[src/design/obp_pkg.sv]
// Package for the online bin packing placer: shared codes and small control structs.
// No dependencies; every other design file imports it.
`default_nettype none

package obp_pkg;

    typedef enum logic [1:0] {
        FIT_FIRST = 2'd0,
        FIT_BEST  = 2'd1,
        FIT_NEXT  = 2'd2
    } fit_mode_t;

    localparam logic [1:0] STATUS_PLACED  = 2'd0;
    localparam logic [1:0] STATUS_TOO_BIG = 2'd1;
    localparam logic [1:0] STATUS_NO_BIN  = 2'd2;

    localparam logic [7:0] CFG_BIN_CAPACITY = 8'd0;
    localparam logic [7:0] CFG_FIT_MODE     = 8'd1;

    localparam logic [15:0] CAPACITY_RESET = 16'd100;
    localparam logic [1:0]  FIT_MODE_RESET = 2'd1;

    typedef enum logic [1:0] {
        S_IDLE,
        S_SCAN,
        S_DONE
    } ctrl_state_t;

    typedef struct packed {
        logic valid;
        logic found;
    } tok_t;

    typedef struct packed {
        logic en;
        logic open_bin;
    } cmd_t;

endpackage

`default_nettype wire

[src/design/obp_ctrl.sv]
// Controller of the placer: configuration registers, item intake, placement decision,
// bin update command and result register. Depends on obp_pkg.
`default_nettype none

module obp_ctrl
    import obp_pkg::*;
#(
    parameter int MAX_BINS   = 256,
    parameter int SIZE_WIDTH = 16,
    parameter int IDX_W      = 8,
    parameter int BIU_W      = 9
)
(
    input  wire logic                  clk,
    input  wire logic                  rst_n,
    input  wire logic                  cfg_valid,
    output logic                       cfg_ready,
    input  wire logic [7:0]            cfg_index,
    input  wire logic [15:0]           cfg_data,
    input  wire logic                  in_valid,
    output logic                       in_ready,
    input  wire logic [15:0]           item_size,
    input  wire logic                  first_item,
    output logic                       out_valid,
    input  wire logic                  out_ready,
    output logic [15:0]                item_number,
    output logic [7:0]                 bin_index,
    output logic                       opened_bin,
    output logic [1:0]                 status,
    output logic [1:0]                 mode,
    output logic                       clear,
    output logic [IDX_W-1:0]           current_bin,
    output logic [SIZE_WIDTH-1:0]      size,
    output tok_t                       launch,
    output cmd_t                       cmd,
    output logic [IDX_W-1:0]           cmd_idx,
    output logic [SIZE_WIDTH-1:0]      cmd_value,
    input  wire tok_t                  chain_tok,
    input  wire logic [IDX_W-1:0]      chain_idx
);

    ctrl_state_t           state_reg;
    ctrl_state_t           state_next;
    logic [15:0]           cap_reg;
    logic [15:0]           cap_next;
    logic [1:0]            mode_reg;
    logic [1:0]            mode_next;
    logic [SIZE_WIDTH-1:0] size_reg;
    logic [SIZE_WIDTH-1:0] size_next;
    logic                  too_big_reg;
    logic                  too_big_next;
    logic [15:0]           number_reg;
    logic [15:0]           number_next;
    logic [15:0]           counter_reg;
    logic [15:0]           counter_next;
    logic [BIU_W-1:0]      biu_reg;
    logic [BIU_W-1:0]      biu_next;
    logic [IDX_W-1:0]      cur_reg;
    logic [IDX_W-1:0]      cur_next;
    logic                  launch_reg;
    logic                  launch_next;
    logic [7:0]            pend_bin_reg;
    logic [7:0]            pend_bin_next;
    logic                  pend_open_reg;
    logic                  pend_open_next;
    logic [1:0]            pend_status_reg;
    logic [1:0]            pend_status_next;
    logic                  out_valid_reg;
    logic                  out_valid_next;
    logic [15:0]           out_number_reg;
    logic [15:0]           out_number_next;
    logic [7:0]            out_bin_reg;
    logic [7:0]            out_bin_next;
    logic                  out_open_reg;
    logic                  out_open_next;
    logic [1:0]            out_status_reg;
    logic [1:0]            out_status_next;

    logic                  in_fire;
    logic                  decide;
    logic                  out_free;
    logic                  load_out;
    logic [SIZE_WIDTH-1:0] cap_sw;
    logic [SIZE_WIDTH-1:0] size_in;
    logic [15:0]           number_in;

    assign out_free = !out_valid_reg || out_ready;

    always_comb
    begin
        state_next = state_reg;
        case (state_reg)
            S_IDLE:
            begin
                if (in_valid)
                begin
                    state_next = S_SCAN;
                end
            end
            S_SCAN:
            begin
                if (chain_tok.valid)
                begin
                    state_next = S_DONE;
                end
            end
            S_DONE:
            begin
                if (out_free)
                begin
                    state_next = S_IDLE;
                end
            end
            default:
            begin
                state_next = S_IDLE;
            end
        endcase
    end

    always_comb
    begin
        in_ready = 1'b0;
        decide   = 1'b0;
        load_out = 1'b0;
        case (state_reg)
            S_IDLE:
            begin
                in_ready = 1'b1;
            end
            S_SCAN:
            begin
                decide = chain_tok.valid;
            end
            S_DONE:
            begin
                load_out = out_free;
            end
            default:
            begin
                in_ready = 1'b0;
            end
        endcase
    end

    always_comb
    begin
        in_fire   = in_valid && in_ready;
        cap_sw    = SIZE_WIDTH'(cap_reg);
        size_in   = SIZE_WIDTH'(item_size);
        number_in = first_item ? 16'd0 : counter_reg;

        cap_next  = cap_reg;
        mode_next = mode_reg;
        if (cfg_valid && (cfg_index == CFG_BIN_CAPACITY))
        begin
            cap_next = cfg_data;
        end
        if (cfg_valid && (cfg_index == CFG_FIT_MODE))
        begin
            mode_next = cfg_data[1:0];
        end

        size_next    = size_reg;
        too_big_next = too_big_reg;
        number_next  = number_reg;
        counter_next = counter_reg;
        biu_next     = biu_reg;
        cur_next     = cur_reg;
        launch_next  = 1'b0;
        clear        = 1'b0;
        if (in_fire)
        begin
            size_next    = size_in;
            too_big_next = size_in > cap_sw;
            number_next  = number_in;
            counter_next = number_in + 16'd1;
            launch_next  = 1'b1;
            clear        = first_item;
            if (first_item)
            begin
                biu_next = '0;
                cur_next = '0;
            end
        end

        cmd              = '0;
        cmd_idx          = chain_idx;
        cmd_value        = size_reg;
        pend_bin_next    = pend_bin_reg;
        pend_open_next   = pend_open_reg;
        pend_status_next = pend_status_reg;
        if (decide)
        begin
            pend_bin_next    = 8'd0;
            pend_open_next   = 1'b0;
            pend_status_next = STATUS_PLACED;
            if (too_big_reg)
            begin
                pend_status_next = STATUS_TOO_BIG;
            end
            else if (chain_tok.found)
            begin
                cmd.en        = 1'b1;
                pend_bin_next = 8'(chain_idx);
            end
            else if (biu_reg == BIU_W'(MAX_BINS))
            begin
                pend_status_next = STATUS_NO_BIN;
            end
            else
            begin
                cmd.en         = 1'b1;
                cmd.open_bin   = 1'b1;
                cmd_idx        = biu_reg[IDX_W-1:0];
                cmd_value      = cap_sw - size_reg;
                pend_bin_next  = 8'(biu_reg[IDX_W-1:0]);
                pend_open_next = 1'b1;
                biu_next       = biu_reg + BIU_W'(1);
                if (mode_reg == FIT_NEXT)
                begin
                    cur_next = biu_reg[IDX_W-1:0];
                end
            end
        end

        out_valid_next  = out_valid_reg && !out_ready;
        out_number_next = out_number_reg;
        out_bin_next    = out_bin_reg;
        out_open_next   = out_open_reg;
        out_status_next = out_status_reg;
        if (load_out)
        begin
            out_valid_next  = 1'b1;
            out_number_next = number_reg;
            out_bin_next    = pend_bin_reg;
            out_open_next   = pend_open_reg;
            out_status_next = pend_status_reg;
        end
    end

    always_ff @(posedge clk or negedge rst_n)
    begin
        if (!rst_n)
        begin
            state_reg     <= S_IDLE;
            cap_reg       <= CAPACITY_RESET;
            mode_reg      <= FIT_MODE_RESET;
            counter_reg   <= '0;
            biu_reg       <= '0;
            cur_reg       <= '0;
            launch_reg    <= 1'b0;
            out_valid_reg <= 1'b0;
        end
        else
        begin
            state_reg     <= state_next;
            cap_reg       <= cap_next;
            mode_reg      <= mode_next;
            counter_reg   <= counter_next;
            biu_reg       <= biu_next;
            cur_reg       <= cur_next;
            launch_reg    <= launch_next;
            out_valid_reg <= out_valid_next;
        end
    end

    always_ff @(posedge clk)
    begin
        size_reg        <= size_next;
        too_big_reg     <= too_big_next;
        number_reg      <= number_next;
        pend_bin_reg    <= pend_bin_next;
        pend_open_reg   <= pend_open_next;
        pend_status_reg <= pend_status_next;
        out_number_reg  <= out_number_next;
        out_bin_reg     <= out_bin_next;
        out_open_reg    <= out_open_next;
        out_status_reg  <= out_status_next;
    end

    assign cfg_ready    = 1'b1;
    assign out_valid    = out_valid_reg;
    assign item_number  = out_number_reg;
    assign bin_index    = out_bin_reg;
    assign opened_bin   = out_open_reg;
    assign status       = out_status_reg;
    assign mode         = mode_reg;
    assign current_bin  = cur_reg;
    assign size         = size_reg;
    assign launch.valid = launch_reg;
    assign launch.found = 1'b0;

endmodule

`default_nettype wire

[config.mk]
export PLATFORM = sky130hd
export DESIGN_NAME = obp_ctrl
export DESIGN_NICKNAME = d
export VERILOG_FILES = /design/src/design/obp_pkg.sv /design/src/design/obp_ctrl.sv
export SDC_FILE = /design/constraint.sdc
export NUM_CORES = 1
export LEC_CHECK = 0
export BUFFER_PORTS_ARGS = -buffer_cell sky130_fd_sc_hd__buf_2
export CELL_PAD_IN_SITES_DETAIL_PLACEMENT = 1
export CELL_PAD_IN_SITES_GLOBAL_PLACEMENT = 1
export CORE_ASPECT_RATIO = 0.5
export CORE_UTILIZATION = 45
export CTS_CLUSTER_SIZE = 14
export DETAILED_ROUTE_END_ITERATION = 12
export GPL_ROUTABILITY_DRIVEN = 0
export PLACE_DENSITY = 0.95
export SLEW_MARGIN = 40
export SYNTH_ARGS = -nofsm -noshare
export SYNTH_HDL_FRONTEND = slang
export SYNTH_SLANG_ARGS = --single-unit
[constraint.sdc]
create_clock -name clk -period 5.1 [get_ports clk]
set_clock_uncertainty 0.15 [all_clocks]
set_input_delay 0 -clock clk [delete_from_list [all_inputs] [get_ports clk]]
set_output_delay 0 -clock clk [all_outputs]
set_load 0.01 [all_outputs]
== Word-level counts from Yosys, hierarchy flattened ==
Index checks and enable logic that the tools add are counted.
Cells by class
  add/subtract/negate cells: 3
  $lt $le $gt $ge: 1
  equality and inequality tests: 8
  multiplexer cells: 42
  reductions and logical operators: 11
Operator list (count)
  $mux 8: 13
  $mux 16: 5
  $mux 9: 6
  $add 16x1->16 const B: 1
  $gt 16x16->1: 1
  $sub 16x16->16: 1
  $mux 2: 7
  $mux 1: 10
  $add 9x1->9 const B: 1
  $eq 9x9->1 const B: 1
  $eq 8x1->1 const B: 1
  $logic_not 8->1: 1
  $ne 2x2->1 const B: 3
  $pmux 2 s3: 1
  $eq 2x2->1 const B: 2
  $logic_and 1x1->1: 4
  $reduce_and 3->1: 1
  $eq 2x1->1 const B: 1
  $logic_not 1->1: 2
  $logic_not 2->1: 1
  $reduce_or 2->1: 1
  $logic_or 1x1->1: 1
Storage, ports and cells
  register bits after elaboration: 126
  bits of input ports: 56
  output and inout port bits: 85

== Logic depth before layout (Yosys ltp) ==
Gate-level depths: netlist of the first run.
  depth in word-level cells: 9
  gate-level depth with buffers: 11

== Least setup slack after synthesis of the first run ==
Ideal clock, no wire load.
  kind: register -> register
  start point: register state_reg[1]
  end point: register biu_reg[2]
  data arrival time: 2.167 ns
  slack: 2.652 ns
  stages on the path, launching flop included: 10
  path buffers: 1
  clock period less this slack: 2.448 ns
  path through: dfrtp_1 -> nor2_1 -> nand2_1 -> inv_1 -> buf_2 -> nand2_2 -> inv_1 -> nor2_2 -> o21ai_0 -> o21ai_0
On the way
  cells in the longest elaborated chain, start to end: 8
Ends and longest elaborated chain
  start: declaration: RTL line obp_ctrl.sv:42  | ctrl_state_t state_reg;
  start signal: assignment: RTL line obp_ctrl.sv:257  | state_reg <= state_next;
  $logic_not 2->1 *: RTL line obp_ctrl.sv:126  | case (state_reg)
  $mux 1 *: RTL line obp_ctrl.sv:126
  net in_ready: RTL line obp_ctrl.sv:21  | output logic in_ready,
  $logic_and 1x1->1 *: RTL line obp_ctrl.sv:148  | in_fire = in_valid && in_ready;
  net in_fire: RTL line obp_ctrl.sv:79  | logic in_fire;
  $mux 9 *: RTL line obp_ctrl.sv:172  | if (in_fire)
  $mux 9: RTL line obp_ctrl.sv:207  | else if (biu_reg == BIU_W'(MAX_BINS))
  $mux 9: RTL line obp_ctrl.sv:202  | else if (chain_tok.found)
  $mux 9: RTL line obp_ctrl.sv:198  | if (too_big_reg)
  $mux 9 *: RTL line obp_ctrl.sv:193  | if (decide)
  net biu_next[2]: RTL line obp_ctrl.sv:57  | logic [BIU_W-1:0] biu_next;
  end signal: assignment: RTL line obp_ctrl.sv:261  | biu_reg <= biu_next;
  end: declaration: RTL line obp_ctrl.sv:56  | logic [BIU_W-1:0] biu_reg;
The timed path passes the listed nets; every way through them passes the cells marked *.
A chain may end at the register's enable or synchronous reset.

== Final worst setup path of the first run ==
  start point: register biu_reg[0]
  end point: output cmd_value[14]
On the way
  cells in the longest elaborated chain, start to end: 5
Ends and longest elaborated chain
  $eq 9x9->1: RTL line obp_ctrl.sv:207
  $mux 16: RTL line obp_ctrl.sv:207
  $mux 16: RTL line obp_ctrl.sv:202
  $mux 16: RTL line obp_ctrl.sv:198
  $mux 16: RTL line obp_ctrl.sv:193
  end: declaration: RTL line obp_ctrl.sv:37  | output logic [SIZE_WIDTH-1:0] cmd_value,
No other way between the ends.

==> results of run 1 <==
[cell usage in the layout (no fill, tap or decap), drive strengths merged, types with 4 or more instances in the layout]
master / count
and3: 9
nand2: 110
nor2b: 22
o31ai: 4
buf: 142
edfxtp: 71
mux2i: 5
nor2: 25
dfstp: 4
mux2: 5
a21o: 10
nor3: 6
dfrtp: 51
inv: 45
and2: 4
o21ai: 62
nand3: 14
a21oi: 18
nand2b: 5
bufinv: 5
a31oi: 6
nand4: 10
xor2: 12
xnor2: 10
ha: 34
clkbuf: 18
dlygate4sd3: 85
[worst min-delay path by stage]
stage                     depth (start not counted)          to          from
after floorplan                                   0  biu_reg[0]         rst_n
final                                             3  cap_reg[4]         rst_n
after global routing                              5  cap_reg[1]  cfg_index[4]
after global placement                            2  cap_reg[4]         rst_n
after CTS                                         6  cap_reg[1]  cfg_index[5]
after detailed placement                          1     size[0]  item_size[0]
[cells by family (layout without fill, tap and decap cells)]
logic type | Yosys count | count (layout) | synth area share, %
mux | 10 | 10 | 1.67
fa+ha+maj | 35 | 35 | 7.01
other cells | 2 | 3 | 0.118
xor+xnor | 22 | 22 | 3.03
flops | 126 | 126 | 55.3
buf+inv | 65 | 297 | 4.23
simple gates | 221 | 221 | 17.1
compound gates | 123 | 123 | 11.5
[metrics by stage]
step	util, %	hold WS (ns)	cells	setup WS, ns	power [mW]
after floorplan	-	-0.446	604	2.65	1.87
after global placement	52.7	0.0448	911	2.21	2.13
after detailed placement	52.7	0.0457	911	2.10	2.19
after CTS	63.7	0.0495	1028	1.61	3.63
after global routing	63.8	0.0882	1029	1.66	3.82
final	63.8	0.0516	1029	1.92	3.67
[layout make-up]
class,count,area (µm²)
clock inverter,14,228
clock buffer,18,429
antenna,1,2.50
fill,1509,4940
timing repair buffer,227,1580
multi-input combinational,413,2590
tap,192,240
sequential,126,3510
inverter,38,143
[report_power, final]
group	internal, mW	switching, mW
clock network	0.880	0.511
logic	0.336	0.549
registers	1.29	0.110
total	2.50	1.17
[layer usage]
layer  vias up  wire length (µm)  track usage (%)
li1       2570                 -                -
met1      2854              8350             33.7
met2       224             11200             57.6
met3        65               983             6.00
met4         0               706             14.7
met5         -                 0                0
[critical path, cell delays in order (launching register included)]
cell and delay (ns):
dfrtp_1 0.46, inv_1 0.09, ha_1 0.21, nor4bb_4 0.16, a211o_2 0.52, buf_4 0.31, or3_1 0.37, mux2_2 0.26
nand2_1 0.08, buf_2 0.14
==> metrics.csv, run 1 <==
metric,value,unit
outcome,completed,
Static Leak,3.86,nW
sequential area share after synthesis,55.3,%
Worst setup SP type,flop,
R2R depth,7,
CTS root buffer,clkbuf_16,
synthesized net count,695,
Worst slew margin,52.0,%
CTS Hold Bufs,85,
Worst Path Required,4.95,ns
initial drt markers,242,
Worst setup EP type,output pin,
maximum vdd drop,0.200,mV
first-pass GRT wire length,33900,µm
worst-margin pin slew,0.719,ns
Synth top area share,33.5,%
Final setup viols,0,
DR vias,5713,
Synth area leaders,"edfxtp_1, dfrtp_1, ha_1, nand2_1, o21ai_0",
Die Wd,170,µm
TritonCTS Buffers,17,
final instance area,8720,µm²
Yosys cell types,59,
Final Hold Vio Count,0,
drt drc,0,
Total Neg Setup Slack,0,ns
top-count cell post-synth,nand2_1,
clk slew on worst S/H paths,0.06,ns
Clock Path Buffers,2,
die height,86.0,µm
number of global-route vias before repair,6287,
pin count of the biggest net entering global routing,56,
Avg WL per Cell,20.7,µm
Setup crit end,cmd_value[14],
Nets,914,
htree depth,4,
hpwl dp,12100,µm
WL final,21300,µm
"Cell Area, Synth",6350,µm²
Worst Path Max Fanout,25,
share of post-route cells with drive strength above 1,23.3,%
initial antenna violation count,1,
Max-Cap Viols,0,
number of placed I/O pins,141,
Period minus WS final,3.18,ns
Pwr per Cell Area,421,nW/µm²
reg2reg setup slack,2.41,ns
"area leader, netlist",edfxtp_1,
ys async rst share,43.7,%
Max Clk Rate,315,MHz
CTS tree,done,
final worst-path cycle share,62.3,%
DIE AREA,14600,µm²
gr ovfl total,0,
Worst-Skew Late Latency,0.42,ns
WS Path Type,flop to output pin,
"Cell Area, Placed",7200,µm²
"Setup Fix Bufs, Post-CTS",0,
buffers added on ports,138,
Cell Rows,30,
P&R area growth vs syn,37.3,%
Worst Hold Class,input port to async pin,
top post-synthesis cells by count,"nand2_1, edfxtp_1, o21ai_0",
Yosys warning total,0,
RR Endpoint,counter_reg[3],
Initial Utilization,46.5,%
Mapped Cells,604,
DRT Pass-1 Iters,5,
number of synthesized register bits,126,
CTS Sinks,126,
"EDFF count, synth",71,
fin. max-slew vios,0,
ys flop type,edfxtp_1,
RSZ-0062 raised after global routing,no,
"antenna viol nets, final",0,
area of the core region,13700,µm²
via/cell ratio,5.55,
gr usage total,30.7,%
CP Launch Point,biu_reg[0],
Worst EP arrival,3.03,ns
Resize count post-CTS,0,
Mean Syn Cell Area,10.5,µm²
RR Startpoint,state_reg[1],
(Power assumes the default switching activity.)
==> run 2, diff against run 1 <==
Settings changed: CORE_UTILIZATION 45 to 38, PLACE_DENSITY 0.95 to 0.87.
Clock period 5.1 ns to 2.62 ns, I/O delays scaled along.
==> metrics.csv, run 2 (synthesized netlist as in run 1, its figures left out) <==
metric,value,unit
area of the core region,15900,µm²
Period minus WS final,2.75,ns
most frequent cells in the layout,"buf_2, nand2_1, edfxtp_1, dlygate4sd3_1, o21ai_0",
Initial Utilization,40.1,%
Max Clk Rate,364,MHz
Worst-Skew Late Latency,0.42,ns
Max-Cap Viols,0,
outcome,"complete, but fails checks",
Cell Rows,32,
reg2reg setup slack,0.13,ns
Worst Path Required,2.47,ns
initial drt markers,313,
pre-CTS setup slack,0.195,ns
"commonest non-fill, non-tap cell in the layout",buf_2,
sequential power share,37.7,%
"non-filler cells, final",1060,
Avg WL per Cell,20.0,µm
sequential cell area,3510,µm²
Multi-input gate area,2820,µm²
Clock Path Buffers,2,
DP Cell Count,952,
Crit path largest cell delay,0.43,ns
RR Startpoint,biu_reg[1],
Static Leak,3.96,nW
Pwr per Cell Area,799,nW/µm²
Worst slew margin,59.7,%
DRT Pass-1 Iters,4,
R2R depth,9,
Worst setup EP type,output pin,
CTS Sinks,126,
Logic pwr share,28.2,%
FILL cells,1740,
initial antenna violation count,1,
Die Wd,185,µm
CTS tree,done,
"Cell Area, Placed",7330,µm²
Worst setup SP type,flop,
hold_ws,0.0170,ns
gr ovfl total,0,
Net Sw Frac,33.0,%
CP Cell Sequence,"inv_2, ha_4, a21o_4, a31oi_4, nand2_2, a311o_1, xnor2_1, o21ai_1, buf_2",
RSZ-0062 raised after global routing,yes,
Total Power,7.12,mW
Ant. Diodes,0,
gr usage total,25.0,%
Worst Path Max Fanout,3,
buffers added on ports,138,
final worst slack,-0.129,ns
Total Neg Setup Slack,-0.543,ns
failing checks,negative setup slack,
DIE AREA,17300,µm²
share of post-route cells with drive strength above 1,30.4,%
Critical-path top delay cell,edfxtp_1,
Post-Route Utilization,56.2,%
WL final,21200,µm
maximum vdd drop,0.517,mV
final worst-path cycle share,105,%
pin count of the biggest net entering global routing,33,
"antenna viol nets, final",0,
clk slew on worst S/H paths,0.06,ns
TritonCTS Buffers,17,
die height,93.4,µm
Worst Hold Class,input port to async pin,
via/cell ratio,5.28,
first-pass GRT wire length,32300,µm
buffers and inverters on the worst path,2,
RR Endpoint,current_bin[7],
Clock power frac,34.0,%
number of placed I/O pins,141,
Final Hold Vio Count,0,
number of global-route vias before repair,6040,
drt drc,0,
Final setup viols,7,
htree depth,4,
P&R area growth vs syn,40.1,%
fin. max-slew vios,0,
Worst EP arrival,2.60,ns
Switch Pwr,2.35,mW
worst-margin pin slew,0.603,ns
Worst path top cell family by delay,compound AO/OA/AOI/OAI gates,
hpwl dp,12600,µm
WS Path Type,flop to output pin,
Nets,917,
CTS root buffer,clkbuf_16,
final instance area,8900,µm²
DR vias,5596,
internal power,4.77,mW
## run 2: layer usage
layer  vias up  share of wire, %  track usage, %
li1       2569                 -               -
met1      2785                39            26.8
met2       177                53            46.1
met3        63               4.2            5.57
met4         2               3.5            13.5
met5         -             0.061               0
## run 2: worst max path at each step
stage                     depth (start not counted)  slack, ns            end    startpoint
after floorplan                                   9       0.17     biu_reg[2]  state_reg[1]
after global placement                            8       0.27  cmd_value[15]       size[9]
after detailed placement                          9       0.19  cmd_value[15]       size[9]
after CTS                                         9      -0.08  cmd_value[14]       size[0]
after global routing                              9      -0.21  cmd_value[15]       size[0]
final                                             9      -0.13   cmd_value[9]       size[4]
## run 2: timing repair
item                                    in CTS  in global routing
endpoints found under the hold margin      114                  0
cloned                                       0                  0
pin swaps                                   17                 20
endpoints found under the setup margin      10                 14
resized for setup                           38                 16
buffers inserted                            11                  8
hold buffers                                57                  0
## run 2: power by group through the flow
stage	combinational (mW)	sequential [mW]	clock (mW)
floorplan	0.898	2.74	0
global placement	1.54	2.68	0
detailed placement	1.60	2.72	0
CTS	1.86	2.68	2.44
global route	2.17	2.72	2.54
finish	2.01	2.69	2.42
## run 2: final cells by class
cell class	count	area share [%]
tap	221	3.11
multi-input combinational	413	31.7
clock inverter	14	1.80
clock buffer	18	4.82
sequential	126	39.5
timing repair buffer	230	17.6
inverter	38	1.60
