[src/design/obp_pkg.sv]
// Package for the online bin packing placer: shared codes and small control structs.
// No dependencies; every other design file imports it.
`default_nettype none

package obp_pkg;

    typedef enum logic [1:0] {
        FIT_FIRST = 2'd0,
        FIT_BEST  = 2'd1,
        FIT_NEXT  = 2'd2
    } fit_mode_t;

    localparam logic [1:0] STATUS_PLACED  = 2'd0;
    localparam logic [1:0] STATUS_TOO_BIG = 2'd1;
    localparam logic [1:0] STATUS_NO_BIN  = 2'd2;

    localparam logic [7:0] CFG_BIN_CAPACITY = 8'd0;
    localparam logic [7:0] CFG_FIT_MODE     = 8'd1;

    localparam logic [15:0] CAPACITY_RESET = 16'd100;
    localparam logic [1:0]  FIT_MODE_RESET = 2'd1;

    typedef enum logic [1:0] {
        S_IDLE,
        S_SCAN,
        S_DONE
    } ctrl_state_t;

    typedef struct packed {
        logic valid;
        logic found;
    } tok_t;

    typedef struct packed {
        logic en;
        logic open_bin;
    } cmd_t;

endpackage

`default_nettype wire

[src/design/obp_cell.sv]
// One bin of the placer chain: residual space, in-use flag and one stage of the search token.
// Depends on obp_pkg.
`default_nettype none

module obp_cell
    import obp_pkg::*;
#(
    parameter int CELL_IDX   = 0,
    parameter int SIZE_WIDTH = 16,
    parameter int IDX_W      = 8
)
(
    input  wire logic                  clk,
    input  wire logic                  rst_n,
    input  wire logic [1:0]            mode,
    input  wire logic                  clear,
    input  wire logic [IDX_W-1:0]      current_bin,
    input  wire logic [SIZE_WIDTH-1:0] size,
    input  wire cmd_t                  cmd,
    input  wire logic [IDX_W-1:0]      cmd_idx,
    input  wire logic [SIZE_WIDTH-1:0] cmd_value,
    input  wire tok_t                  tok_in,
    input  wire logic [SIZE_WIDTH-1:0] left_in,
    input  wire logic [IDX_W-1:0]      idx_in,
    output tok_t                       tok_out,
    output logic [SIZE_WIDTH-1:0]      left_out,
    output logic [IDX_W-1:0]           idx_out
);

    localparam logic [IDX_W-1:0] MY_IDX = IDX_W'(CELL_IDX);

    logic [SIZE_WIDTH-1:0] res_reg;
    logic [SIZE_WIDTH-1:0] res_next;
    logic                  used_reg;
    logic                  used_next;
    tok_t                  tok_reg;
    tok_t                  tok_next;
    logic [SIZE_WIDTH-1:0] left_reg;
    logic [SIZE_WIDTH-1:0] left_next;
    logic [IDX_W-1:0]      idx_reg;
    logic [IDX_W-1:0]      idx_next;

    logic                  fits;
    logic                  take;
    logic [SIZE_WIDTH-1:0] left;
    logic                  hit;

    always_comb
    begin
        fits = used_reg && (res_reg >= size);
        left = res_reg - size;
        case (mode)
            FIT_BEST:
            begin
                take = fits && (!tok_in.found || (left < left_in));
            end
            FIT_NEXT:
            begin
                take = fits && (current_bin == MY_IDX);
            end
            default:
            begin
                take = fits && !tok_in.found;
            end
        endcase

        tok_next.valid = tok_in.valid;
        if (take)
        begin
            tok_next.found = 1'b1;
            left_next      = left;
            idx_next       = MY_IDX;
        end
        else
        begin
            tok_next.found = tok_in.found;
            left_next      = left_in;
            idx_next       = idx_in;
        end

        hit       = cmd.en && (cmd_idx == MY_IDX);
        used_next = used_reg;
        res_next  = res_reg;
        if (clear)
        begin
            used_next = 1'b0;
        end
        else if (hit && cmd.open_bin)
        begin
            used_next = 1'b1;
            res_next  = cmd_value;
        end
        else if (hit)
        begin
            res_next = res_reg - cmd_value;
        end
    end

    always_ff @(posedge clk or negedge rst_n)
    begin
        if (!rst_n)
        begin
            used_reg <= 1'b0;
            tok_reg  <= '0;
        end
        else
        begin
            used_reg <= used_next;
            tok_reg  <= tok_next;
        end
    end

    always_ff @(posedge clk)
    begin
        res_reg  <= res_next;
        left_reg <= left_next;
        idx_reg  <= idx_next;
    end

    assign tok_out  = tok_reg;
    assign left_out = left_reg;
    assign idx_out  = idx_reg;

endmodule

`default_nettype wire

[config.mk]
export PLATFORM = sky130hd
export DESIGN_NAME = obp_cell
export DESIGN_NICKNAME = d
export VERILOG_FILES = /design/src/design/obp_pkg.sv /design/src/design/obp_cell.sv
export SDC_FILE = /design/constraint.sdc
export NUM_CORES = 1
export LEC_CHECK = 0
export ABC_AREA = 1
export CAP_MARGIN = 20
export CELL_PAD_IN_SITES_DETAIL_PLACEMENT = 0
export CELL_PAD_IN_SITES_GLOBAL_PLACEMENT = 1
export CORE_ASPECT_RATIO = 1.4
export CORE_MARGIN = 4
export CORE_UTILIZATION = 45
export CTS_CLUSTER_DIAMETER = 120
export DETAILED_ROUTE_END_ITERATION = 8
export DONT_BUFFER_PORTS = 1
export GPL_ROUTABILITY_DRIVEN = 0
export GPL_TIMING_DRIVEN = 0
export PLACE_DENSITY = 0.79
export SYNTH_ARGS = -nofsm -noshare
export SYNTH_HDL_FRONTEND = slang
export SYNTH_SLANG_ARGS = --single-unit
[constraint.sdc]
create_clock -name clk -period 4.08 [get_ports clk]
set_clock_uncertainty 0.15 [all_clocks]
set_input_delay 0.816 -clock clk [delete_from_list [all_inputs] [get_ports clk]]
set_output_delay 0.816 -clock clk [all_outputs]
set_load 0.02 [all_outputs]
---- Word level (Yosys, flattened, before mapping) ----
Index checks and enable logic that the tools add are counted.
storage, ports and cells
  register bits after elaboration ......... 43
  input port bits ......................... 81
  logic and storage cells ................. 33
cells by class
  add/subtract/negate cells ............... 2
  order comparisons ....................... 2
  eq/ne operators ......................... 2
  muxes and demuxes ....................... 7
  bitwise gates (word level) .............. 1
  reduce and logical (&&, ||, !) cells .... 13
operators by type and width
  operator                                                          count
  16-bit 2-to-1 mux                                                 3
  16-bit subtractor                                                 2
  16-bit >= comparator                                              1
  8-bit zero test                                                   2
  16-bit < comparator                                               1
  1-bit logical AND                                                 6
  2-bit nonzero test                                                2
  1-bit 2-to-1 mux                                                  3
  2-bit by 1-bit == test with 1-bit output (second input constant)  1
  2-bit == test (second input constant)                             1
  1-bit case mux with 2 select lines                                1
  2-bit AND reduction                                               1
  1-bit zero test                                                   1
  1-bit logical OR                                                  1
  1-bit NOT                                                         1

---- Depth between registers and ports, before layout ----
Gate-level depths: netlist of the first run.
  depth after elaboration ................. 6
  mapped depth ............................ 22
  depth with buffers taken out ............ 21

---- Least setup slack after synthesis of the first run ----
OpenSTA, ideal clock, no wires.
  kind .................................... input -> register
  start point ............................. input port size[0]
  end point ............................... register left_reg[7] (netlist: left_out[7])
  library setup time ...................... 0.112 ns
  arrival ................................. 3.265 ns
  slack ................................... 0.553 ns
  cell stages on the path ................. 19
  cells stage by stage .................... ha_1 > fa_1 > o21ai_2 > a21oi_1 > nor2_1 > nor2_1 > nand2_1 > nand2_1 > ha_1 > nand2_1 > nor4_1 > nand2_1 > nand2_1 > nand2_1 > nand2_1 > nand2_1 > buf_2 > nand3_1 > nand2_1
on the way
  longest elaborated chain between the ends .. 6
ends and longest elaborated chain
  element                             RTL line         text
  start: declaration                  obp_cell.sv:18   input wire logic [SIZE_WIDTH-1:0] size,
  16-bit subtractor                   obp_cell.sv:51   left = res_reg - size;
  16-bit < comparator                 obp_cell.sv:55   take = fits && (!tok_in.found || (left < left_in));
  1-bit logical OR                    obp_cell.sv:55
  1-bit logical AND                   obp_cell.sv:55
  1-bit case mux with 2 select lines  obp_cell.sv:52   case (mode)
  16-bit 2-to-1 mux *                 obp_cell.sv:68   if (take)
  via left_next[7]                    obp_cell.sv:39   logic [SIZE_WIDTH-1:0] left_next;
  end signal: assignment              obp_cell.sv:116  left_reg <= left_next;
  end: declaration                    obp_cell.sv:38   logic [SIZE_WIDTH-1:0] left_reg;
Mark *: on every way through the listed nets, which the timed path passes. The rest lies on a longest branch.
A chain may end at the register's enable or synchronous reset.

---- Worst setup path in the final report of the first run ----
  start point ............................. input port size[0]
  end point ............................... register idx_reg[6] (netlist: idx_out[6])
on the way
  longest elaborated chain between the ends .. 5
ends and longest elaborated chain
  element                               RTL line         text
  16-bit subtractor                     obp_cell.sv:51
  16-bit < comparator                   obp_cell.sv:55
  1-bit logical OR                      obp_cell.sv:55
  1-bit logical AND                     obp_cell.sv:55
  1-bit case mux with 2 select lines *  obp_cell.sv:52
  end signal: assignment                obp_cell.sv:117  idx_reg <= idx_next;
  end: declaration                      obp_cell.sv:40   logic [IDX_W-1:0] idx_reg;
Mark *: on every way between the ends. The rest lies on a longest branch, timed or not.

==> results of run 1 <==
[through the flow]
step           area [um^2]  utilization [%]  cells  hold WS [ns]
2_1_floorplan         3650                -    517         0.340
3_3_place_gp          3780             48.1    617         0.366
3_5_place_dp          3780             48.2    618         0.369
4_1_cts               3900             49.7    626        0.0223
5_1_grt               3900             49.7    626        0.0181
6_report              3900             49.7    626        0.0264
[kinds of logic (layout without fill, tap and decap cells)]
family	count (synthesis)	count (layout)	share of synthesized area [%]
AOI/OAI and AO/OA	97	97	14.9
xor gates and xnor gates	14	14	3.36
and+or+nand+nor	223	223	26.0
DFF	43	43	28.4
buffers and inverters	90	99	9.87
adders and majority gates	50	50	17.5
[per-layer routing]
layer  vias to the layer above  wire length, um  global-route usage (%)
met3                        10              504                    5.26
met5                         -                0                       0
met2                        73             4670                    35.5
li1                       1718                -                       -
met4                         0              158                    6.22
met1                      1421             3420                    18.0
[worst max path at each step]
stage / cells after the start / slack, ns / endpoint / from
after floorplan: 19 / 0.55 / left_out[7]$_DFF_P_ / size[0]
after global placement: 19 / 0.1 / tok_out[0]$_DFF_PN0_ / size[0]
after detailed placement: 19 / 0.08 / tok_out[0]$_DFF_PN0_ / size[0]
after CTS: 18 / 0.40 / idx_out[6]$_SDFF_PP0_ / size[0]
after global routing: 19 / 0.03 / left_out[14]$_DFF_P_ / size[8]
final: 18 / 0.45 / idx_out[6]$_SDFF_PP0_ / size[0]
[layout make-up]
cell class	instances	area [um^2]	area share, %
multi-input combinational	384	2260	57.9
sequential	43	1040	26.6
inverter	82	313	8.03
tap	100	125	3.21
clock inverter	2	17.5	0.450
clock buffer	6	93.8	2.41
timing repair buffer	1	7.51	0.193
buffer	8	47.5	1.22
[critical path, cell delays in order]
cell	delay, ns
ha_1	0.22
fa_1	0.44
o21ai_2	0.25
a21oi_1	0.16
nor2_1	0.15
nor2_1	0.06
nand2_1	0.06
nand2_1	0.07
ha_1	0.28
nand2_1	0.07
nor4_1	0.27
nand2_1	0.09
nand2_1	0.07
nand2_1	0.05
nand2_1	0.05
nand2_1	0.20
buf_2	0.26
a21boi_0	0.18
[cell usage after synthesis (all sizes together)]
library cell / instances / area share [%]
nor3: 5 / 0.82
dfrtp: 3 / 2.1
xor2: 8 / 1.9
a31oi: 2 / 0.34
o21a: 1 / 0.21
or2: 1 / 0.17
xnor2: 6 / 1.4
fa: 2 / 1.1
a21boi: 8 / 1.6
o21ai: 33 / 4.7
o22ai: 3 / 0.51
nand3: 35 / 4.8
buf: 5 / 0.99
and2: 2 / 0.34
nand2: 142 / 15
nand2b: 1 / 0.17
nor4: 7 / 1.2
inv: 81 / 8.3
ha: 48 / 16
clkbuf: 3 / 0.31
nor3b: 1 / 0.21
nand4: 3 / 0.51
clkinv: 1 / 0.24
a21oi: 43 / 6.0
nand3b: 1 / 0.21
a21o: 1 / 0.21
nor2: 25 / 2.6
o21bai: 5 / 1.0
dfxtp: 24 / 13
edfxtp: 16 / 13
o31ai: 1 / 0.21
[power by group]
part	total [W]	leakage, nW	internal [W]	switching, W
Sequential	0.000483	0.383	0.000461	0.0000226
Clock	0.000332	0.0569	0.000161	0.000171
Combinational	0.000218	1.60	0.0000841	0.000133
==> summary.md, run 1 <==
| Metric | Value |
|---|---|
| GRT Overall Usage | `18.2%` |
| Synth warn | `0` |
| Wire per inst | `14.0 um` |
| RSZ-0062 raised after global routing | `false` |
| Fin nets | `656` |
| Hold WC Path Type | `primary input to async pin` |
| Routed WL | `8750 um` |
| Ant diodes | `0` |
| CTS tree | `built` |
| Core Area | `0.00785 mm^2` |
| Final Power | `0.00103 W` |
| CTS root buf | `clkbuf_8` |
| Fill cell count | `815` |
| Die H | `115 um` |
| Fmax achieved | `275 MHz` |
| Reg2reg start | `res_reg[0]$_DFFE_PP_` |
| Final Cycle Share | `89.1%` |
| Syn Area/Cell | `7.06 um^2` |
| Synth unique cells | `41` |
| Arrival time worst endpoint | `3.73 ns` |
| Die area | `0.00964 mm^2` |
| Num CTS Buffers | `5` |
| Placement Rows | `38` |
| Initial antenna violation count | `0` |
| DRT Pass-1 Iters | `4` |
| Worst reg2reg path depth | `19` |
| DR vias | `3222` |
| Clk pin slew, worst setup/hold paths | `0.09 ns` |
| End of the worst register-to-register path | `idx_out[6]$_SDFF_PP0_` |
| Slack of the worst reg-to-reg path | `0.54 ns` |
| Lkg Pwr | `2.04 nW` |
| Place WS | `0.0775 ns` |
| Port Buf Inserts | `0` |
| Setup TNS | `0 ns` |
| Post-route setup slack | `0.446 ns` |
| Post-CTS sizing | `0` |
| Least-Margin Pin Slew | `0.519 ns` |
| PD cells | `265 mW/mm^2` |
| Initial core utilization | `46.6%` |
| WP data required | `4.17 ns` |
| Synth Register Bits | `43` |
| Max-Slew Margin vs Limit | `65.4%` |
| DPL Wire Length | `7510 um` |
| CP max FO | `10` |
| Hold Violations, Final | `0` |
| Vias per inst | `5.15` |
| Deepest clock path buffer count | `2` |
| Vias in the first global route | `3224` |
| Outcome | `finished, final reports clean` |
| First-iteration detailed-routing DRC count | `83` |
| Max-cap violations | `0` |
| Crit end category | `flop` |
| Post-CTS setup buffers | `0` |
| CTS sink count | `43` |
| Post-route minimum period | `3.63 ns` |
| Syn Inst Count | `517` |
| WS Path Type | `primary input to flop` |
| Clock Latency Late Sink | `0.32 ns` |
| Sequential area share after synthesis | `28.4%` |
| Detail Route Antenna Nets | `0` |
| Io pins | `107` |
| Final setup vio count | `0` |
| Synth Net Count | `648` |
| Htree depth | `2` |
| First-pass GRT wire length | `14100 um` |
| Area grow syn2layout | `6.68%` |
| Highest ir drop seen on vdd | `0.000186 V` |
| Die W | `84.1 um` |
| Cts hold-fix bufs | `0` |
| Worst setup SP type | `primary input` |
| Commonest non-fill, non-tap cell in the layout | `nand2_1` |
| Cell Area, Synth | `0.00365 mm^2` |
| DR DRC count | `0` |
| Largest net degree at the start of global routing | `16` |
| Commonest non-fill, non-tap cells in the layout | `nand2_1, inv_1, ha_1, a21oi_1, nand3_1` |
| Fin. max-slew vios | `0` |
| Layout cells sized above 1 | `4.75%` |
| Congestion Overflow GR | `0` |
No activity file was read; power rests on OpenSTA's default activity.
==> inputs of run 2 (changes only) <==
--- a/config.mk
+++ b/config.mk
@@ -6,7 +6,6 @@
 export NUM_CORES = 1
 export LEC_CHECK = 0
 export ABC_AREA = 1
-export CAP_MARGIN = 20
 export CELL_PAD_IN_SITES_DETAIL_PLACEMENT = 0
 export CELL_PAD_IN_SITES_GLOBAL_PLACEMENT = 1
 export CORE_ASPECT_RATIO = 1.4
@@ -17,7 +16,7 @@
 export DONT_BUFFER_PORTS = 1
 export GPL_ROUTABILITY_DRIVEN = 0
 export GPL_TIMING_DRIVEN = 0
-export PLACE_DENSITY = 0.79
+export PLACE_DENSITY_LB_ADDON = 0.1
 export SYNTH_ARGS = -nofsm -noshare
 export SYNTH_HDL_FRONTEND = slang
 export SYNTH_SLANG_ARGS = --single-unit
==> constraint.sdc (replaced) <==
create_clock -name clk -period 4.08 [get_ports clk]
set_clock_uncertainty 0.15 [all_clocks]
set_input_delay 1.02 -clock clk [delete_from_list [all_inputs] [get_ports clk]]
set_output_delay 1.02 -clock clk [all_outputs]
set_load 0.02 [all_outputs]
==> summary.md, run 2 (synthesis results as in run 1) <==
| Metric | Value |
|---|---|
| Wire per inst | `14.0 um` |
| Io pins | `107` |
| Die area | `0.00964 mm^2` |
| Clock Latency Late Sink | `0.31 ns` |
| Max-cap violations | `0` |
| CP cell instances | `ha_1 -> fa_1 -> o21ai_2 -> a21oi_1 -> nor2_1 -> nor2_1 -> nand2_1 -> nand2_1 -> ha_1 -> nand2_1 -> nor4_1 -> nand2_1 -> nand2_1 -> nand2_1 -> nand2_1 -> nand2_2 -> nand2_4 -> buf_6 -> nand2_1 -> nand2_1` |
| Port Buf Inserts | `0` |
| First-iteration detailed-routing DRC count | `126` |
| Deepest clock path buffer count | `2` |
| Hold WC Path Type | `primary input to async pin` |
| Clk pin slew, worst setup/hold paths | `0.09 ns` |
| Final Power | `0.00102 W` |
| Routed WL | `8720 um` |
| Commonest non-fill, non-tap cells in the layout | `nand2_1, inv_1, ha_1, a21oi_1, nand3_1` |
| Die W | `84.1 um` |
| Crit end category | `flop` |
| Post-route minimum period | `3.75 ns` |
| Initial core utilization | `46.6%` |
| WS Path Type | `primary input to flop` |
| Crit-path slowest cell | `fa_1` |
| PD cells | `263 mW/mm^2` |
| Hold Violations, Final | `0` |
| Final setup vio count | `0` |
| CTS tree | `built` |
| CP Depth | `20` |
| Placement Rows | `38` |
| Fmax achieved | `267 MHz` |
| Core Area | `0.00785 mm^2` |
| Num CTS Buffers | `5` |
| Most used cell, CP | `nand2_1` |
| CP Buf/Inv Count | `1` |
| Lkg Pwr | `2.03 nW` |
| Congestion Overflow GR | `0` |
| Arrival time worst endpoint | `3.84 ns` |
| DR DRC count | `0` |
| Detail Route Antenna Nets | `0` |
| Htree depth | `2` |
| Initial antenna violation count | `0` |
| Reg area | `0.00104 mm^2` |
| Fill cell count | `834` |
| Die H | `115 um` |
| Commonest non-fill, non-tap cell in the layout | `nand2_1` |
| Outcome | `finished, final reports clean` |
| Least-Margin Pin Slew | `1.25 ns` |
| Worst reg2reg path depth | `21` |
| CTS sink count | `43` |
| Fin nets | `655` |
| CP max stage delay | `0.44 ns` |
| Vias in the first global route | `3152` |
| GRT Overall Usage | `18.2%` |
| First-pass GRT wire length | `14100 um` |
| Layout cells sized above 1 | `4.76%` |
| Post-Layout Cell Count | `625` |
| CTS root buf | `clkbuf_8` |
| Highest ir drop seen on vdd | `0.000168 V` |
| Vias per inst | `5.11` |
| CP top delay family | `simple AND/OR/NAND/NOR gates` |
| End of the worst register-to-register path | `left_out[10]$_DFF_P_` |
| Dpl cells | `617` |
| CP Launch Point | `size[0]` |
| DPL Wire Length | `7580 um` |
| Ant diodes | `0` |
| DRT Pass-1 Iters | `4` |
| Final Cycle Share | `91.8%` |
| Area grow syn2layout | `6.47%` |
| DR vias | `3196` |
| Fin. max-slew vios | `0` |
| Largest net degree at the start of global routing | `17` |
| CP max FO | `10` |
| Worst setup SP type | `primary input` |
| Reg2reg start | `res_reg[0]$_DFFE_PP_` |
| Max-Slew Margin vs Limit | `16.6%` |
| WP data required | `4.18 ns` |
| RSZ-0062 raised after global routing | `false` |
| Slack of the worst reg-to-reg path | `0.63 ns` |
| Multi-input gate area | `0.00226 mm^2` |
## run 2: changes by cell type in the layout (fill, tap and decap cells not counted)
cell and delta:
buf_4 -1, nand2_1 -1, inv_4 +1, clkinv_4 -1
nand2_2 +1
## run 2: cell type report
class                           count  area share, %
Buffer                              8           1.22
Clock buffer                        6           2.41
Clock inverter                      2          0.386
Inverter                           82           8.04
Multi-Input combinational cell    384           58.1
Sequential cell                    43           26.6
Tap cell                          100           3.22
## run 2: through the flow
step	setup slack [ns]	TNS (ns)	cell area, um^2	utilization [%]	hold WS [ns]
floorplan	0.349	0	3650	-	0.340
global placement	-0.113	-1.76	3780	48.1	0.363
detailed placement	-0.144	-2.42	3780	48.1	0.361
CTS	0.181	0	3890	49.5	0.231
global route	0.0246	0	3890	49.6	0.226
finish	0.333	0	3890	49.6	0.247
## run 2: routing by layer
| layer | vias to the layer above | global-route usage (%) | wire length [um] |
|---|---|---|---|
| met5 | - | 0 | 0 |
| met4 | 0 | 4.51 | 91 |
| met3 | 7 | 4.75 | 477 |
| met2 | 60 | 35.9 | 4790 |
| met1 | 1408 | 18.6 | 3370 |
| li1 | 1721 | - | - |
## run 2: worst max path at each step
stage / end / slack, ns
after floorplan: left_out[7]$_DFF_P_ / 0.35
after global placement: tok_out[0]$_DFF_PN0_ / -0.11
after detailed placement: tok_out[0]$_DFF_PN0_ / -0.14
after CTS: idx_out[5]$_SDFF_PP0_ / 0.18
after global routing: left_out[13]$_DFF_P_ / 0.02
final: left_out[10]$_DFF_P_ / 0.33
## run 2: power breakdown
group          internal, W  switching (W)  total, W  leakage, nW
clock network     0.000160       0.000161  0.000321       0.0573
registers         0.000461      0.0000226  0.000483        0.383
logic            0.0000845       0.000134  0.000218         1.59
total             0.000706       0.000317   0.00102         2.03
## run 2: timing repair
action                     CTS  global route
setup endpoints to repair    0            21
hold buffers                 0             0
buffers inserted             0             0
gates resized for setup      0             1
==> inputs of run 3 (changes only) <==
--- a/config.mk
+++ b/config.mk
@@ -20,3 +20,4 @@
 export SYNTH_ARGS = -nofsm -noshare
 export SYNTH_HDL_FRONTEND = slang
 export SYNTH_SLANG_ARGS = --single-unit
+export TNS_END_PERCENT = 5
==> constraint.sdc (replaced) <==
create_clock -name clk -period 3.6 [get_ports clk]
set_clock_uncertainty 0.15 [all_clocks]
set_input_delay 0.9 -clock clk [delete_from_list [all_inputs] [get_ports clk]]
set_output_delay 0.9 -clock clk [all_outputs]
set_load 0.02 [all_outputs]
==> summary.md, run 3 (synthesis results as in run 1) <==
| Metric | Value |
|---|---|
| Detail Route Antenna Nets | `0` |
| Die H | `115 um` |
| Hold WC Path Type | `primary input to async pin` |
| Commonest non-fill, non-tap cell in the layout | `nand2_1` |
| Final Cycle Share | `94.0%` |
| Initial antenna violation count | `0` |
| WS Path Type | `primary input to flop` |
| Clk pwr share | `30.7%` |
| Highest ir drop seen on vdd | `0.000152 V` |
| Core Area | `0.00785 mm^2` |
| Area grow syn2layout | `14.6%` |
| CTS tree | `built` |
| Switching power | `0.000382 W` |
| Cts hold-fix bufs | `0` |
| Post-route minimum period | `3.38 ns` |
| Power Internal | `0.000820 W` |
| Max-cap violations | `0` |
| Die area | `0.00964 mm^2` |
| Clock Latency Late Sink | `0.31 ns` |
| Worst setup SP type | `primary input` |
| DPL Wire Length | `7690 um` |
| PD cells | `287 mW/mm^2` |
| Most used cell, CP | `nand2_1` |
| Placement Rows | `38` |
| Commonest non-fill, non-tap cells in the layout | `nand2_1, inv_1, ha_1, nand3_1, a21oi_1` |
| Max-Slew Margin vs Limit | `16.1%` |
| WP data required | `3.65 ns` |
| CP Launch Point | `size[2]` |
| Congestion Overflow GR | `0` |
| Sequential fraction of design power | `45.6%` |
| Largest net degree at the start of global routing | `17` |
| Arrival time worst endpoint | `3.44 ns` |
| Fmax achieved | `296 MHz` |
| CP cell instances | `inv_1 -> ha_4 -> nand2_1 -> o21ai_2 -> inv_2 -> o21bai_4 -> nand2_1 -> nand3_1 -> nand2_1 -> ha_1 -> a21oi_1 -> o21ai_0 -> a21oi_1 -> nand2_1 -> nand2_1 -> nand2_2 -> nand2_4 -> nand2_8 -> buf_8 -> nand2_1 -> nand2_1` |
| Initial core utilization | `46.6%` |
| CP max stage delay | `0.32 ns` |
| Final setup vio count | `0` |
| CP Buf/Inv Count | `3` |
| CTS root buf | `clkbuf_8` |
| Clk pin slew, worst setup/hold paths | `0.09 ns` |
| Num CTS Buffers | `5` |
| Outcome | `finished, final reports clean` |
| Logic pwr share | `23.7%` |
| First-iteration detailed-routing DRC count | `111` |
| Fin. max-slew vios | `0` |
| Fin nets | `663` |
| CP max FO | `10` |
| First-pass GRT wire length | `14600 um` |
| Io pins | `107` |
| DR DRC count | `0` |
| Post-Layout Cell Count | `633` |
| Port Buf Inserts | `0` |
| Deepest clock path buffer count | `2` |
| Wire per inst | `14.6 um` |
| Lkg Pwr | `2.08 nW` |
| Fill cell count | `800` |
| Switching Fraction | `31.8%` |
| CTS sink count | `43` |
| CP top delay family | `simple AND/OR/NAND/NOR gates` |
| Vias in the first global route | `3309` |
| Dpl cells | `617` |
| Place WS | `-0.480 ns` |
| Hold Violations, Final | `0` |
| DR vias | `3264` |
| Layout cells sized above 1 | `13.5%` |
| GRT Overall Usage | `18.9%` |
| Htree depth | `2` |
| DRT Pass-1 Iters | `4` |
| Die W | `84.1 um` |
| Post-route setup slack | `0.218 ns` |
| Crit end category | `flop` |
| Ant diodes | `0` |
| Vias per inst | `5.16` |
| Least-Margin Pin Slew | `1.25 ns` |
| Crit-path slowest cell | `ha_1` |
| Routed WL | `9260 um` |
| Reg2reg start | `res_reg[2]$_DFFE_PP_` |
==> run 3: cell types whose count changed in the layout (fill, tap and decap cells not counted), sizes merged <==
cell	before	now
buf	5	13
==> run 3: worst reg2reg max path, delay by kind of cell (launching register included) <==
family / cells / cell delay [ns]
simple gates: 11 / 0.89
flops: 1 / 0.46
buf+inv: 2 / 0.24
compound gates: 5 / 0.74
fa+ha+maj: 2 / 0.64
==> run 3: power by group through the flow <==
| stage | Sequential, W | Combinational (W) | Clock [W] |
|---|---|---|---|
| after floorplan | 0.000558 | 0.000199 | 0 |
| after global placement | 0.000559 | 0.000244 | 0 |
| after detailed placement | 0.000560 | 0.000249 | 0 |
| after CTS | 0.000549 | 0.000255 | 0.000376 |
| after global routing | 0.000549 | 0.000331 | 0.000396 |
| final | 0.000548 | 0.000285 | 0.000369 |
==> run 3: per-layer routing <==
layer / global-route usage [%] / vias to the layer above / share of wire (%)
met5: 0 / - / 0
met4: 5.47 / 0 / 1.4
met3: 4.61 / 12 / 5.8
met2: 37.9 / 78 / 55
met1: 18.8 / 1443 / 37
li1: - / 1731 / -
==> run 3: final cells by class <==
| class | count | area (um^2) | area share [%] |
|---|---|---|---|
| clock inverters | 2 | 15.0 | 0.359 |
| flip-flops and latches | 43 | 1040 | 24.8 |
| repair buffers | 8 | 60.1 | 1.44 |
| well taps | 100 | 125 | 2.99 |
| plain buffers | 8 | 60.1 | 1.44 |
| multi-input cells | 384 | 2480 | 59.3 |
| inverters | 82 | 313 | 7.48 |
| clock buffers | 6 | 93.8 | 2.24 |
==> run 3: metrics by stage <==
step	hold WS [ns]	util (%)	TNS (ns)	power, W	cell area, um^2
floorplan	0.340	-	0	0.000756	3650
global placement	0.363	48.1	-9.74	0.000803	3780
detailed placement	0.365	48.1	-10.62	0.000809	3780
CTS	0.112	49.8	0	0.00118	3910
global route	0.100	53.3	-0.0580	0.00128	4180
finish	0.123	53.3	0	0.00120	4180
==> run 3: repair_timing <==
action / CTS / global route
setup buffers: 0 / 8
pin swaps: 2 / 8
endpoints found under the setup margin: 22 / 24
gates resized for setup: 7 / 52
==> run 3: final timing paths <==
kind	end	slack [ns]	cells after the start
setup / recovery	left_out[10]$_DFF_P_	0.22	21
hold / removal	tok_out[0]$_DFF_PN0_	0.12	0
setup reg to reg	left_out[10]$_DFF_P_	0.36	20
hold reg to reg	used_reg$_DFFE_PN0P_	0.38	2
max in group asynchronous	used_reg$_DFFE_PN0P_	3.11	0
min in group clk	used_reg$_DFFE_PN0P_	0.38	2
